===== src/sv/ncfc_pkg.sv =====
package ncfc_pkg;

   localparam int MAX_VNS     = 8;
   localparam int QUEUE_DEPTH = 16;
   localparam int CREDIT_BITS = 16;

   localparam int VN_W    = (MAX_VNS > 1) ? $clog2(MAX_VNS) : 1;
   localparam int QI_W    = $clog2(QUEUE_DEPTH);
   localparam int QC_W    = $clog2(QUEUE_DEPTH + 1);
   localparam int STORE_DEPTH = MAX_VNS * QUEUE_DEPTH;
   localparam int ADDR_W  = $clog2(STORE_DEPTH);
   localparam int ENTRY_W = 32;
   localparam int FB_W    = 11;
   localparam int DIV_W   = 17;
   localparam int DCNT_W  = $clog2(DIV_W + 1);
   localparam int PROD_W  = CREDIT_BITS + FB_W;
   localparam int CMP_W   = 33;

   localparam int FIFO_DEPTH = 2;
   localparam int FQ_W       = $clog2(FIFO_DEPTH);
   localparam int FQC_W      = $clog2(FIFO_DEPTH + 1);

   localparam int CSR_AW = 4;
   localparam logic [1:0] REG_VN_COUNT  = 2'd0;
   localparam logic [1:0] REG_FLIT_BITS = 2'd1;
   localparam logic [1:0] REG_OUT_BUF   = 2'd2;

   localparam logic [2:0] MODE_SEND   = 3'd0;
   localparam logic [2:0] MODE_QUERY  = 3'd1;
   localparam logic [2:0] MODE_RECV   = 3'd2;
   localparam logic [2:0] MODE_CREDIT = 3'd3;
   localparam logic [2:0] MODE_PKT    = 3'd4;
   localparam logic [2:0] MODE_TICK   = 3'd5;

   localparam logic [1:0] LINK_NONE   = 2'd0;
   localparam logic [1:0] LINK_PKT    = 2'd1;
   localparam logic [1:0] LINK_CREDIT = 2'd2;

   typedef enum logic [2:0] {
      KIND_SEND, KIND_QUERY, KIND_RECV, KIND_CREDIT, KIND_PKT, KIND_TICK, KIND_NOP
   } kind_type;

   typedef enum logic [1:0] {ST_IDLE, ST_DIV, ST_READ, ST_EXEC} state_type;

   typedef struct packed {
      kind_type    kind;
      logic        act;
      logic [2:0]  vn;
      logic [15:0] size_bits;
      logic [15:0] packet_tag;
      logic [15:0] arrive_flits;
      logic [15:0] credit_amount;
   } item_type;

   typedef struct packed {
      logic        ok;
      logic [15:0] host_tag;
      logic [15:0] host_flits;
      logic [1:0]  link_kind;
      logic [2:0]  link_vn;
      logic [15:0] link_tag;
      logic [15:0] link_amount;
      logic        overflow;
   } result_type;

   typedef struct packed {
      logic [3:0]  vn_count;
      logic [10:0] flit_bits;
      logic [15:0] out_buf_flits;
      logic        load_credits;
   } cfg_type;

   function automatic logic [ADDR_W-1:0] q_addr(input logic [VN_W-1:0] vn,
                                                input logic [QI_W-1:0] idx);
      q_addr = ADDR_W'(vn * QUEUE_DEPTH + idx);
   endfunction

   function automatic logic [QI_W-1:0] q_next(input logic [QI_W-1:0] idx);
      logic [QI_W:0] s;
      s = {1'b0, idx} + 1'b1;
      q_next = (s >= (QI_W+1)'(QUEUE_DEPTH)) ? '0 : s[QI_W-1:0];
   endfunction

   function automatic logic [QI_W-1:0] q_tail(input logic [QI_W-1:0] head,
                                              input logic [QC_W-1:0] cnt);
      logic [QC_W:0] s;
      s = (QC_W+1)'(head) + (QC_W+1)'(cnt);
      if (s >= (QC_W+1)'(QUEUE_DEPTH)) begin
         s = s - (QC_W+1)'(QUEUE_DEPTH);
      end
      q_tail = s[QI_W-1:0];
   endfunction

   function automatic logic [CREDIT_BITS-1:0] sat_add(input logic [CREDIT_BITS-1:0] a,
                                                      input logic [CREDIT_BITS-1:0] b);
      logic [CREDIT_BITS:0] s;
      s = {1'b0, a} + {1'b0, b};
      sat_add = s[CREDIT_BITS] ? '1 : s[CREDIT_BITS-1:0];
   endfunction

endpackage


===== src/sv/ncfc_queue.sv =====
module ncfc_queue (
   input  logic               clock,
   input  logic               reset,
   input  logic               push,
   input  ncfc_pkg::item_type push_item,
   output logic               full,
   input  logic               pop,
   output logic               not_empty,
   output ncfc_pkg::item_type head_item
);
   import ncfc_pkg::*;

   item_type         slot_ff [FIFO_DEPTH];
   logic [FQ_W-1:0]  rd_ff, rd_in, wr_ff, wr_in;
   logic [FQC_W-1:0] cnt_ff, cnt_in;

   assign full      = cnt_ff == FQC_W'(FIFO_DEPTH);
   assign not_empty = cnt_ff != '0;
   assign head_item = slot_ff[rd_ff];

   always_comb begin
      rd_in  = rd_ff;
      wr_in  = wr_ff;
      cnt_in = cnt_ff;
      if (push) begin
         wr_in = (wr_ff == FQ_W'(FIFO_DEPTH - 1)) ? '0 : wr_ff + 1'b1;
      end
      if (pop) begin
         rd_in = (rd_ff == FQ_W'(FIFO_DEPTH - 1)) ? '0 : rd_ff + 1'b1;
      end
      if (push && !pop) begin
         cnt_in = cnt_ff + 1'b1;
      end else if (pop && !push) begin
         cnt_in = cnt_ff - 1'b1;
      end
   end

   always_ff @(posedge clock) begin
      if (reset) begin
         rd_ff  <= '0;
         wr_ff  <= '0;
         cnt_ff <= '0;
      end else begin
         rd_ff  <= rd_in;
         wr_ff  <= wr_in;
         cnt_ff <= cnt_in;
      end
      if (push) begin
         slot_ff[wr_ff] <= push_item;
      end
   end

   a_no_overrun: assert property (@(posedge clock) disable iff (reset)
      full |-> !push)
      else $error("queue overrun");
   a_no_underrun: assert property (@(posedge clock) disable iff (reset)
      !not_empty |-> !pop)
      else $error("queue underrun");
   a_count_bound: assert property (@(posedge clock) disable iff (reset)
      cnt_ff <= FQC_W'(FIFO_DEPTH))
      else $error("queue count out of range");
endmodule


===== config.mk =====
export PLATFORM = sky130hd
export DESIGN_NAME = ncfc_queue
export DESIGN_NICKNAME = d
export VERILOG_FILES = /design/src/sv/ncfc_pkg.sv /design/src/sv/ncfc_queue.sv
export SDC_FILE = /design/constraint.sdc
export NUM_CORES = 1
export LEC_CHECK = 0
export ABC_AREA = 1
export BUFFER_PORTS_ARGS = -buffer_cell sky130_fd_sc_hd__buf_2
export CORE_ASPECT_RATIO = 0.75
export CORE_MARGIN = 1
export CORE_UTILIZATION = 27
export CTS_CLUSTER_DIAMETER = 120
export DETAILED_ROUTE_END_ITERATION = 10
export GPL_TIMING_DRIVEN = 0
export PLACE_DENSITY_LB_ADDON = 0.05
export SKIP_CTS_REPAIR_TIMING = 1
export SLEW_MARGIN = 20
export SYNTH_ARGS = -nofsm -noshare
export SYNTH_HDL_FRONTEND = slang
export SYNTH_SLANG_ARGS = --single-unit

===== constraint.sdc =====
create_clock -name clock -period 9.2 [get_ports clock]
set_input_delay 0.46 -clock clock [delete_from_list [all_inputs] [get_ports clock]]
set_output_delay 0.46 -clock clock [all_outputs]
set_load 0.02 [all_outputs]

======== Word-level counts from Yosys, hierarchy flattened ========
Memories as Yosys holds them, arrays and structs flattened. A register that Yosys moved wholly into a read port is not among the register bits.
Cells that the tools add are included.
storage, ports and cells
  output and inout port bits .............. 73
  ROM bits ................................ 0
  logic and storage cells ................. 23
  input port bits ......................... 75
  memory bits (writable) .................. 142
  bits in latches ......................... 0
  memories kept ........................... 1
  register bits after elaboration ......... 4
memory list
  name     depth  bits a word  read ports  clocked after Yosys merged registers in  write ports  line              text
  slot_ff  2      71           1           1                                        1            ncfc_queue.sv:13  item_type slot_ff [FIFO_DEPTH];
cells by class
  reductions and logical operators ........ 6
  shift operators ......................... 0
  add/subtract/negate cells ............... 4
  equal/unequal tests ..................... 1
  divide/modulo/power cells ............... 0
  multiplexer cells ....................... 8
  magnitude comparators ................... 0
  multipliers ............................. 0
  bitwise operators ....................... 0
operator list
  cell                 count
  $mux 1               6
  $mux 2               2
  $reduce_bool 2->1    2
  $add 1x1->1 const B  2
  $add 2x1->2 const B  1
  $eq 2x2->1 const B   1
  $logic_and 1x1->1    2
  $logic_not 1->1      2
  $sub 2x1->2 const B  1

======== Logic depth before layout (Yosys ltp) ========
  word-level depth ........................ 4
  mapped depth ............................ 8
  depth with buffers taken out ............ 8

======== Worst setup path after synthesis ========
Ideal clock, no wire load.
  kind .................................... input to register
  from .................................... in push
  to ...................................... mem slot_ff[0][0] (netlist bit) (enable)
  data arrival time ....................... 3476 ps
  cell stages on the path ................. 2
  library setup time ...................... 502 ps
  path slack .............................. 5222 ps
  buffers on the path ..................... 0
  cell sequence ........................... inv_1 -> nor2_1
on the way
  cells in the longest elaborated chain, start to end .. 2
ends and longest elaborated chain
  what                          line              text
  from (decl)                   ncfc_queue.sv:4   input logic push,
  $mux 1                        ncfc_queue.sv:48  if (push) begin
  $mux 1 (implied by the code)  ncfc_queue.sv:49  slot_ff[wr_ff] <= push_item;
  to (decl)                     ncfc_queue.sv:13
No other way between the ends.

==> flow_summary.yaml <==
cts:
  cts_tree: "yes"
  cts.sinks: 147
  cts_root_buf: "clkbuf_16"
  clk_pin_slew_ns: 0.06
  cts_made_buffers: 17
  htree_levels: 4
  max-clock-path-buffers: 2
  insertion_delay_ns: 0.41
global_route:
  grt_max_degree: 40
  grtUsageTotal_pct: 10.6
  antenna_found_initial: 1
  grt_pass1_wl_um: 16400
  grt_overflow: 0
  grt_pass1_vias: 2904
routing:
  route.detailed.wl_per_inst_um: 15.2
  drc: 0
  first_iter_violations: 110
  post_drt_via_cell_ratio: 3.92
  vias: 2819
  ant_nets: 0
  firstDrtPassIters: 4
  drt_wl_total_um: 10900
placed_design:
  gp_congestion: 0.672
  dp_hpwl_um: 7030
  port_buffers: 147
logic_synthesis:
  yosysTopAreaCell: "edfxtp_1"
  yosys_warnings: 0
  ys_seq_elements: 147
  syn_area_per_cell_um2: 22.5
  synthTopCellsByArea: "edfxtp_1, mux2_4, buf_12"
  synth.distinct_cells: 16
  synth_top_area_share_pct: 74.8
  syn_area_um2: 5700
  ys_seq_area_share_pct: 76.5
  synth_cells: 254
  syn_nets: 330
finish:
  fillers: 1969
  antenna_cells: 0
  drive_gt1_share_pct: 60.0
  num-nets-final: 500
  area_growth_pct: 32.1
critical_path:
  reg2reg_to: "slot_ff[0][22]"
  cp.required_ns: 8.74
  critPathArrivalTime_ns: 1.62
  timing.rr.start: "wr_ff"
  r2r_cells: 3
  crit_fanout: 10
  cp-start-kind: "register"
  r2r_slack_ns: 7.61
  end_kind: "primary output"
  path_class: "register to primary output"
outcome:
  outcome: "complete, no violations"
min_path:
  whs_path_depth: 1
  worstHoldStart: "push_item[34]"
  holdPathEnd: "slot_ff[0][34]"
  hold_path.class: "primary input to register"
sta:
  setup_viol: 0
  fin_tns_setup_ns: 0
  min_period_ns: 2.08
  holdWs_ns: 0.230
  fin_crit_sh_pct: 22.6
  finClkSkew_ns: 0.00640
  max_slew_margin_pct: 57.7
  max_freq_mhz: 481
  drv_slew: 0
  rsz0062_at_grt: "no"
  hold_viol_final: 0
  worst_slew_pin_slew_ns: 0.633
power:
  ir_drop_mv: 0.0757
  leakage_nw: 2.99
  power_density_nw_per_um2: 233
floorplan:
  ioPinCount: 148
  design.die.area_um2: 21700
  core_area_um2: 20500
  die_height_um: 128
  die_x_um: 170
  rows: 45
  start_util_pct: 27.8
run:
  cap_violations: 0
-- kinds of logic (layout without fill, tap and decap cells) --
kind of cell               count (synthesis)  count (layout)  synth area share, %
AOI/OAI and AO/OA                          2               2                0.175
xor gates and xnor gates                   1               1                0.154
adders and majority gates                  1               1                0.219
buffers and inverters                     17             200                 3.25
DFF                                      147             147                 76.5
muxes                                     71              71                 18.6
and+or+nand+nor                           15              15                 1.07
-- worst max-delay path by stage --
stage | end | cells past startpoint
4_1_cts | head_item[16] | 4
6_report | head_item[16] | 4
3_3_place_gp | slot_ff[0][42] | 3
2_1_floorplan | slot_ff[0][0] | 2
5_1_grt | head_item[11] | 4
3_5_place_dp | slot_ff[0][0] | 5
-- worst max-delay path, stage by stage (launching register included) --
cell and delay, ns:
dfxtp_1 0.33, buf_6 0.22, buf_12 0.19, mux2_4 0.30
buf_2 0.17
-- placed cells by master, fill, tap and decap left out, types with 2 or more instances in the layout --
cell,count
buf_2,147
edfxtp_1,142
mux2_4,70
clkbuf_16,17
buf_12,9
inv_1,8
nand2_1,6
nor2_1,5
dfxtp_1,5
bufinv_16,5
clkinv_2,4
inv_6,3
clkbuf_1,2
buf_16,2
-- registers in the layout, summed over array words and instances, names as in the netlist, named ones only --
signal / count
slot_ff: 142
cnt_ff: 2
rd_ff: 1
wr_ff: 1
-- synth_stat cells --
master	instances
a21oi_1	1
buf_12	7
buf_6	1
dfxtp_1	5
edfxtp_1	142
ha_1	1
inv_1	9
mux2_2	1
mux2_4	70
nand2_1	6
nand3_1	1
nand4_1	1
nor2_1	6
nor3_1	1
o21ai_0	1
xnor2_1	1
-- metal layers --
metal | vias to the layer above | GRT usage, % | wire [um]
met4 | 2 | 3.66 | 104
met2 | 95 | 15.9 | 4940
met3 | 9 | 5.16 | 899
li1 | 1324 | - | -
met1 | 1389 | 13.1 | 4960
met5 | - | 0 | 12
-- power by group --
group          total, mW  internal [mW]  leakage [nW]  switching (mW)
clock network      0.751          0.482         0.312           0.269
logic              0.222          0.105          1.31           0.117
registers          0.783          0.774          1.37         0.00847
-- layout make-up --
cell class                 instances  area [um2]  area share (%)
clock buffer                      19         433            5.75
inverter                           9        36.3           0.482
sequential                       147        4360            57.9
multi-input combinational         90        1160            15.4
buffer                             8         151            2.01
timing repair buffer             151         831            11.0
tap                              282         353            4.68
clock inverter                    13         204            2.71
-- per-stage QoR --
step | cell area (um2) | power, mW | cells | utilization, % | setup WS [ns]
2_1_floorplan | 5700 | 0.947 | 254 | - | 5.22
3_3_place_gp | 6790 | 1.02 | 683 | 33.1 | 2.61
3_5_place_dp | 6900 | 1.02 | 687 | 33.7 | 7.24
4_1_cts | 7530 | 1.79 | 719 | 36.8 | 7.07
5_1_grt | 7530 | 1.83 | 719 | 36.8 | 7.04
6_report | 7530 | 1.76 | 719 | 36.8 | 7.12
(Power assumes the default switching activity.)
