==> src/sv/ncfc_pkg.sv <==
package ncfc_pkg;

   localparam int MAX_VNS     = 8;
   localparam int QUEUE_DEPTH = 16;
   localparam int CREDIT_BITS = 16;

   localparam int VN_W    = (MAX_VNS > 1) ? $clog2(MAX_VNS) : 1;
   localparam int QI_W    = $clog2(QUEUE_DEPTH);
   localparam int QC_W    = $clog2(QUEUE_DEPTH + 1);
   localparam int STORE_DEPTH = MAX_VNS * QUEUE_DEPTH;
   localparam int ADDR_W  = $clog2(STORE_DEPTH);
   localparam int ENTRY_W = 32;
   localparam int FB_W    = 11;
   localparam int DIV_W   = 17;
   localparam int DCNT_W  = $clog2(DIV_W + 1);
   localparam int PROD_W  = CREDIT_BITS + FB_W;
   localparam int CMP_W   = 33;

   localparam int FIFO_DEPTH = 2;
   localparam int FQ_W       = $clog2(FIFO_DEPTH);
   localparam int FQC_W      = $clog2(FIFO_DEPTH + 1);

   localparam int CSR_AW = 4;
   localparam logic [1:0] REG_VN_COUNT  = 2'd0;
   localparam logic [1:0] REG_FLIT_BITS = 2'd1;
   localparam logic [1:0] REG_OUT_BUF   = 2'd2;

   localparam logic [2:0] MODE_SEND   = 3'd0;
   localparam logic [2:0] MODE_QUERY  = 3'd1;
   localparam logic [2:0] MODE_RECV   = 3'd2;
   localparam logic [2:0] MODE_CREDIT = 3'd3;
   localparam logic [2:0] MODE_PKT    = 3'd4;
   localparam logic [2:0] MODE_TICK   = 3'd5;

   localparam logic [1:0] LINK_NONE   = 2'd0;
   localparam logic [1:0] LINK_PKT    = 2'd1;
   localparam logic [1:0] LINK_CREDIT = 2'd2;

   typedef enum logic [2:0] {
      KIND_SEND, KIND_QUERY, KIND_RECV, KIND_CREDIT, KIND_PKT, KIND_TICK, KIND_NOP
   } kind_type;

   typedef enum logic [1:0] {ST_IDLE, ST_DIV, ST_READ, ST_EXEC} state_type;

   typedef struct packed {
      kind_type    kind;
      logic        act;
      logic [2:0]  vn;
      logic [15:0] size_bits;
      logic [15:0] packet_tag;
      logic [15:0] arrive_flits;
      logic [15:0] credit_amount;
   } item_type;

   typedef struct packed {
      logic        ok;
      logic [15:0] host_tag;
      logic [15:0] host_flits;
      logic [1:0]  link_kind;
      logic [2:0]  link_vn;
      logic [15:0] link_tag;
      logic [15:0] link_amount;
      logic        overflow;
   } result_type;

   typedef struct packed {
      logic [3:0]  vn_count;
      logic [10:0] flit_bits;
      logic [15:0] out_buf_flits;
      logic        load_credits;
   } cfg_type;

   function automatic logic [ADDR_W-1:0] q_addr(input logic [VN_W-1:0] vn,
                                                input logic [QI_W-1:0] idx);
      q_addr = ADDR_W'(vn * QUEUE_DEPTH + idx);
   endfunction

   function automatic logic [QI_W-1:0] q_next(input logic [QI_W-1:0] idx);
      logic [QI_W:0] s;
      s = {1'b0, idx} + 1'b1;
      q_next = (s >= (QI_W+1)'(QUEUE_DEPTH)) ? '0 : s[QI_W-1:0];
   endfunction

   function automatic logic [QI_W-1:0] q_tail(input logic [QI_W-1:0] head,
                                              input logic [QC_W-1:0] cnt);
      logic [QC_W:0] s;
      s = (QC_W+1)'(head) + (QC_W+1)'(cnt);
      if (s >= (QC_W+1)'(QUEUE_DEPTH)) begin
         s = s - (QC_W+1)'(QUEUE_DEPTH);
      end
      q_tail = s[QI_W-1:0];
   endfunction

   function automatic logic [CREDIT_BITS-1:0] sat_add(input logic [CREDIT_BITS-1:0] a,
                                                      input logic [CREDIT_BITS-1:0] b);
      logic [CREDIT_BITS:0] s;
      s = {1'b0, a} + {1'b0, b};
      sat_add = s[CREDIT_BITS] ? '1 : s[CREDIT_BITS-1:0];
   endfunction

endpackage

==> src/sv/ncfc_if.sv <==
interface ncfc_req_if;
   logic        valid;
   logic        ready;
   logic [2:0]  mode;
   logic [2:0]  vn;
   logic [15:0] size_bits;
   logic [15:0] packet_tag;
   logic [15:0] arrive_flits;
   logic [15:0] credit_amount;
   modport source (output valid, mode, vn, size_bits, packet_tag, arrive_flits,
                   credit_amount, input ready);
   modport sink (input valid, mode, vn, size_bits, packet_tag, arrive_flits,
                 credit_amount, output ready);
endinterface


==> src/sv/ncfc_front.sv <==
module ncfc_front (
   input  logic               clock,
   input  logic               reset,
   ncfc_req_if.sink           req_ch,
   input  logic [3:0]         vn_count,
   input  logic               q_full,
   output logic               q_push,
   output ncfc_pkg::item_type q_item
);
   import ncfc_pkg::*;

   logic [4:0] lim;
   kind_type   kind;

   assign req_ch.ready = !q_full;
   assign q_push       = req_ch.valid && !q_full;

   // Clamp the active VN count to what the hardware holds.
   assign lim = (vn_count > 4'(MAX_VNS)) ? 5'(MAX_VNS) : {1'b0, vn_count};

   always_comb begin
      case (req_ch.mode)
         MODE_SEND:   kind = KIND_SEND;
         MODE_QUERY:  kind = KIND_QUERY;
         MODE_RECV:   kind = KIND_RECV;
         MODE_CREDIT: kind = KIND_CREDIT;
         MODE_PKT:    kind = KIND_PKT;
         MODE_TICK:   kind = KIND_TICK;
         default:     kind = KIND_NOP;
      endcase
   end

   always_comb begin
      q_item.kind          = kind;
      q_item.act           = {2'b00, req_ch.vn} < lim;
      q_item.vn            = req_ch.vn;
      q_item.size_bits     = req_ch.size_bits;
      q_item.packet_tag    = req_ch.packet_tag;
      q_item.arrive_flits  = req_ch.arrive_flits;
      q_item.credit_amount = req_ch.credit_amount;
   end

   a_ready_tracks_full: assert property (@(posedge clock) disable iff (reset)
      q_push |-> (req_ch.valid && req_ch.ready))
      else $error("push without handshake");
   a_no_push_full: assert property (@(posedge clock) disable iff (reset)
      q_full |-> !q_push)
      else $error("push into full queue");
   a_act_range: assert property (@(posedge clock) disable iff (reset)
      (q_push && q_item.act) |-> ({2'b00, q_item.vn} < 5'(MAX_VNS)))
      else $error("active VN beyond hardware");
endmodule

==> src/flat_wrapper.sv <==
// flat-port wrapper written by rule: the top's interface ports become plain ports
module ncfc_front_flat import ncfc_pkg::*;
  (clock, reset, vn_count, q_full, q_push, q_item, req_ch_valid, req_ch_mode, req_ch_vn, req_ch_size_bits, req_ch_packet_tag, req_ch_arrive_flits, req_ch_credit_amount, req_ch_ready);
  ncfc_req_if req_ch_i ();
  input  logic clock;
  input  logic reset;
  input  logic [3:0] vn_count;
  input  logic q_full;
  output logic q_push;
  output ncfc_pkg::item_type q_item;
  input wire logic [$bits(req_ch_i.valid)-1:0] req_ch_valid;
  input wire logic [$bits(req_ch_i.mode)-1:0] req_ch_mode;
  input wire logic [$bits(req_ch_i.vn)-1:0] req_ch_vn;
  input wire logic [$bits(req_ch_i.size_bits)-1:0] req_ch_size_bits;
  input wire logic [$bits(req_ch_i.packet_tag)-1:0] req_ch_packet_tag;
  input wire logic [$bits(req_ch_i.arrive_flits)-1:0] req_ch_arrive_flits;
  input wire logic [$bits(req_ch_i.credit_amount)-1:0] req_ch_credit_amount;
  output wire logic [$bits(req_ch_i.ready)-1:0] req_ch_ready;
  assign req_ch_i.valid = req_ch_valid;
  assign req_ch_i.mode = req_ch_mode;
  assign req_ch_i.vn = req_ch_vn;
  assign req_ch_i.size_bits = req_ch_size_bits;
  assign req_ch_i.packet_tag = req_ch_packet_tag;
  assign req_ch_i.arrive_flits = req_ch_arrive_flits;
  assign req_ch_i.credit_amount = req_ch_credit_amount;
  assign req_ch_ready = req_ch_i.ready;
  ncfc_front u_core (.clock(clock), .reset(reset), .req_ch(req_ch_i), .vn_count(vn_count), .q_full(q_full), .q_push(q_push), .q_item(q_item));
endmodule
==> config.mk <==
export PLATFORM = sky130hd
export DESIGN_NAME = ncfc_front_flat
export DESIGN_NICKNAME = d
export VERILOG_FILES = /design/src/sv/ncfc_pkg.sv /design/src/sv/ncfc_if.sv /design/src/sv/ncfc_front.sv /design/src/flat_wrapper.sv
export SDC_FILE = /design/constraint.sdc
export NUM_CORES = 1
export LEC_CHECK = 0
export ABC_CLOCK_PERIOD_IN_PS = 1100
export BUFFER_PORTS_ARGS = -buffer_cell sky130_fd_sc_hd__buf_2
export CAP_MARGIN = 20
export CELL_PAD_IN_SITES_DETAIL_PLACEMENT = 1
export CELL_PAD_IN_SITES_GLOBAL_PLACEMENT = 1
export CORE_MARGIN = 5
export CORE_UTILIZATION = 11
export DETAILED_ROUTE_END_ITERATION = 8
export PLACE_DENSITY_LB_ADDON = 0.1
export SYNTH_ARGS = -nofsm -noshare
export SYNTH_HDL_FRONTEND = slang
export SYNTH_SLANG_ARGS = --single-unit
==> constraint.sdc <==
create_clock -name vclk -period 1.1
set_clock_uncertainty 0.05 [all_clocks]
set_input_delay 0 -clock vclk [all_inputs]
set_output_delay 0 -clock vclk [all_outputs]
set_load 0.02 [all_outputs]
Yosys cells after proc, flatten, opt, wreduce, memory -nomap -nowiden. Cells that the tools add are included.

Output and inout bits: 73. Latch bits: 0. Memories: 0. Register bits: 0. Memory bits (writable): 0. Bits of input ports: 78. Word-level logic and storage cells: 12. Bits in read-only memories: 0.

Shift operators: 0. Eq/ne operators: 5. Reductions and logical operators: 3. Multiply operators: 0. Mux-type cells: 2. Add/subtract/negate cells: 0. Order comparisons: 2. Bitwise operators: 0. Divide/modulo/power cells: 0.

Operators by type and width (count): one-hot mux 3 bit (6 select lines) (1); equality test 3 x 2 -> 1 bit (second input constant) (2); equality test 3 bit (second input constant) (2); < comparator 3 x 5 -> 1 bit (1); > comparator 4 bit (second input constant) (1); two-way mux 4 bit (1); equality test 3 x 1 -> 1 bit (second input constant) (1); logical NOT 3 bit (1); logical AND 1 bit (1); logical NOT 1 bit (1).

Depth between registers and ports, before layout. Gate-level depths: netlist of run 1.

Depth in word-level cells: 3. Gate-level depth with buffers: 4. Mapped depth without buffers: 4.

Worst setup path after synthesis of run 1. No wires, ideal clock.

Kind: in2out. Start: in vn_count[3]. End: out q_item[67] in the netlist's numbering. Data required time: 1.050 ns. Stages: 4. Setup slack: 0.176 ns. Arrival time: 0.874 ns. Path buffers: 0. Cells stage by stage: nand2b_1 -> ha_1 -> a211oi_1 -> or3_1.

RTL lines: from (decl) (RTL line flat_wrapper.sv:7) `input logic [3:0] vn_count;`; to (decl) (RTL line flat_wrapper.sv:10) `output ncfc_pkg::item_type q_item;`.

==> out/results.ini, run 1 <==
[finish]
n_fill_cell = 598
fin_nets = 178
layout-drive-gt1-share_pct = 25.0
antenna_cells = 0
multi_input_area_um2 = 100
sequential_cell_total = 0
seqCellArea_um2 = 0
fin_util_pct = 18.5
area_growth_pct = 61.1
nClkBuffers = 0

[setup_path]
cp.required_ps = 1050
path_class = in -> out
crit_top_cell = buf_6
path_cells = buf_6, nand2b_4, ha_4, a211oi_2, or3_1, buf_6
crit_family = simple AND/OR/NAND/NOR gates
slowest_stage = or3_1
crit_path_max_incr_delay_ps = 370
start_kind = input pin
arrival_ps = 1050
critPathCaptureType = output pin
critPathMaxFanout = 3
crit_buf_inv = 2

[min_path]
min_path_type = in -> out

[timing]
post-route-min-period_ps = 1100
setup_viol = 0
timing.final.ws_setup_ps = 3.68
tightestPinTransition_ps = 241
finalSetupTns_ps = 0
rsz0062_at_grt = true
finalHoldViolCount = 0
maxSlewViolCount = 0
fin_crit_sh_pct = 99.7
hold-worst-slack_ps = 183
slew_headroom_pct = 83.9
max_freq_ghz = 0.912

[pwr]
power.switching_mw = 0.260
swShare_pct = 55.3
clock_power_share_pct = 0
irDropWorstVdd_mv = 0.104
leakagePower_nw = 0.399
power_mw = 0.470
p_int_mw = 0.210
pwr-share-comb_pct = 100.0
p_per_area_nw_per_um2 = 495
pwr-share-seq_pct = 0

[logic_synthesis]
yosys-mux-area-fraction_pct = 0
synth-simple-area-share_pct = 5.94
mappedNetlistArea_um2 = 589
synth_top_area_cell = buf_4
synth_fp_nets = 160
synth_top_family_by_area = buffers and inverters
synth_cell_type_count = 10
ys_seq_area_share_pct = 0
yosys_warnings = 0
synth_area_leaders = buf_4 (85%), ha_1 (4.2%), nand2b_1 (3.2%)
synth-compound-area-share_pct = 2.55
syn_avg_cell_area_um2 = 7.37
synth_xor_area_share_pct = 0
synthAdderAreaFrac_pct = 4.25
synthCells = 80
synth_top_area_share_pct = 85.4
synth_common_cells = buf_4 (67), nand2b_1 (3), clkbuf_1 (2), ha_1 (2)
yosysMostFrequentCell = buf_4

[global_route]
grt_usage_pct = 5.21
antenna_found_initial = 0
grt_max_degree = 4
grt-ovfl-total = 0
grt_pass1_vias = 635
grt_pass1_wl_um = 3150

[die]
core_area_um2 = 5140
start_util_pct = 11.5
die-area_um2 = 6920
die_h_um = 83.2
ios = 151
die_w_um = 83.2
rows = 26

[place]
gp_congestion = 0.590
io_buffers = 21
dp_slack_ps = -26.6

[drt]
finalWirelength_um = 2170
initialDrtViolationCount = 1
via_per_inst = 2.98
routed-via-count = 494
routedWlPerCell_um = 13.0
drtPass1Iterations = 2
antenna_left = 0
remaining_drc_errors = 0

[status]
status = completed

[run]
maxCapViolations = 0

==> cells by family after synthesis <==
| family | Yosys count |
|---|---|
| compound gates | 2 |
| buf+inv | 70 |
| simple gates | 6 |
| fa+ha+maj | 2 |
==> power groups by stage <==
stage / clock network, mW / registers, mW / logic [mW]
floorplan: 0 / 0 / 0.395
global placement: 0 / 0 / 0.0935
global route: 0 / 0 / 0.496
CTS: 0 / 0 / 0.474
finish: 0 / 0 / 0.470
detailed placement: 0 / 0 / 0.0924
==> timing repair <==
item / 4_1_cts / 5_1_grt
hold endpoints to repair: 64 / 0
setup endpoints to repair: 1 / 1
pin swaps: 2 / 1
resized for setup: 6 / 0
setup buffers: 0 / 0
hold buffers: 64 / 0
==> layer usage <==
layer | share of wire, % | up-vias | GRT usage (%)
met2 | 59 | 82 | 12.1
li1 | - | 208 | -
met1 | 27 | 204 | 4.11
met4 | 0 | 0 | 0
met5 | 0 | - | 0
met3 | 14 | 0 | 1.88
==> metrics by stage <==
stage,cell area (µm²),cells
2_1_floorplan,589,80
3_3_place_gp,272,102
3_5_place_dp,272,102
4_1_cts,950,166
5_1_grt,950,166
6_report,950,166
==> layout by cell type (no fill, tap or decap) <==
master	n
nor2b_1	1
ha_4	1
buf_6	2
nand2b_1	2
or3_1	1
inv_1	1
ha_1	1
nor2_1	1
buf_2	19
a21boi_0	1
a211oi_2	1
nand2b_4	1
dlygate4sd3_1	64
==> final cells by class <==
type	count	area share (%)
repair buffers	85	79.8
inverters	1	0.395
multi-input cells	10	10.5
well taps	70	9.22
==> path summary, 6_finish.rpt <==
kind | startpoint | slack (ps) | end | depth (start not counted)
setup / recovery | vn_count[3] | 4 | q_item[67] | 6
hold / removal | req_ch_mode[1] | 180 | q_item[69] | 2
No activity file was read; power rests on OpenSTA's default activity.
==> inputs of run 2 (changes only) <==
- RECOVER_POWER: default -> 100
==> run 2 against run 1 <==
Compared with the run above: cell count is the same; highest routed layer unchanged; worst hold slack gained 12 ps; largest cell class unchanged; utilization shrank 0.073 points; largest power group unchanged; critical path depth is the same; non-clock buffer count is the same.
==> out/results.ini, run 2 (same netlist as run 1, synthesis figures left out) <==
[die]
ios = 151
die_w_um = 83.2
start_util_pct = 11.5
rows = 26
core_area_um2 = 5140
die-area_um2 = 6920
die_h_um = 83.2

[setup_path]
cp.required_ps = 1050
slowest_stage = or3_1
crit_path_max_incr_delay_ps = 370
crit_buf_inv = 2
arrival_ps = 1050
critPathCaptureType = output pin
critPathMaxFanout = 3
path_class = in -> out
crit_family = simple AND/OR/NAND/NOR gates
start_kind = input pin
path_cells = buf_6, nand2b_4, ha_4, a211oi_2, or3_1, buf_6
crit_top_cell = buf_6

[drt]
remaining_drc_errors = 0
drtPass1Iterations = 2
routedWlPerCell_um = 13.1
finalWirelength_um = 2170
routed-via-count = 494
drt-met1-wl_um = 581
initialDrtViolationCount = 1
wl_met3_um = 310
wl_met2_um = 1280
via_per_inst = 2.98
antenna_left = 0
topRoutingLayerUsed = met3

[timing]
tightestPinTransition_ps = 258
finalHoldViolCount = 0
post-route-min-period_ps = 1100
maxSlewViolCount = 0
max_freq_ghz = 0.912
fin_crit_sh_pct = 99.7
rsz0062_at_grt = true
slew_headroom_pct = 82.8
timing.final.ws_setup_ps = 3.68
setup_viol = 0

[finish]
final_cells = 166
layout-drive-gt1-share_pct = 21.9
antenna_cells = 0
area_growth_pct = 60.5
final_cell_mix = dlygate4sd3_1 (64), buf_2 (16), clkbuf_1 (3), nand2b_1 (2), buf_6 (2)
stdcell_area_um2 = 946
nClkBuffers = 0
fin_util_pct = 18.4
fin_nets = 178
final_common_cell = dlygate4sd3_1
seqCellArea_um2 = 0
sequential_cell_total = 0

[place]
placed_cells = 102
gp_congestion = 0.590
io_buffers = 21
dpl_cell_area_um2 = 272
dp_slack_ps = -26.6

[global_route]
grt_max_degree = 4
grt_usage_pct = 5.21
antenna_found_initial = 0
grt_pass1_wl_um = 3150
grt-ovfl-total = 0
grt_pass1_vias = 635

[status]
status = completed

[pwr]
power_mw = 0.469
p_per_area_nw_per_um2 = 496
irDropWorstVdd_mv = 0.104
leakagePower_nw = 0.391

[min_path]
min_path_type = in -> out

[run]
maxCapViolations = 0

==> run 2: cell count changes in the layout (fill, tap and decap cells not counted) <==
| cell | previous run | this run |
|---|---|---|
| buf_2 | 19 | 16 |
| clkbuf_1 | 0 | 3 |
==> run 2: where the power goes <==
| part | total (mW) | internal (mW) | switching, mW |
|---|---|---|---|
| clock | 0 | 0 | 0 |
| combinational | 0.469 | 0.209 | 0.260 |
| sequential | 0 | 0 | 0 |
| total | 0.469 | 0.209 | 0.260 |
==> run 2: routing by layer <==
| metal | vias up | global-route usage (%) |
|---|---|---|
| met5 | - | 0 |
| met4 | 0 | 0 |
| met3 | 0 | 1.88 |
| met2 | 82 | 12.1 |
| met1 | 204 | 4.11 |
| li1 | 208 | - |
==> run 2: worst paths after layout <==
check | end | start | cells after the start | slack (ps)
setup / recovery | q_item[67] | vn_count[3] | 6 | 4
hold / removal | q_item[66] | req_ch_vn[2] | 2 | 200
==> run 2: timing repair <==
item | CTS | global route
endpoints found under the setup margin | 1 | 1
buffers inserted | 0 | 0
hold buffers | 64 | 0
pin swaps | 2 | 1
endpoints found under the hold margin | 64 | 0
resized for setup | 6 | 0
==> run 2: area by class of cell <==
class / count / area [µm²]
fillers: 600 / 4190
repair buffers: 85 / 754
multi-input cells: 10 / 100
well taps: 70 / 87.6
inverters: 1 / 3.75
==> run 2: metrics by stage <==
| step | hold WS (ps) | setup TNS (ps) |
|---|---|---|
| finish | 195 | 0 |
| global route | 213 | -27.9 |
| CTS | 187 | -11.6 |
| detailed placement | -49.9 | -26.6 |
| global placement | -49.9 | -25.0 |
| floorplan | 26.6 | 0 |
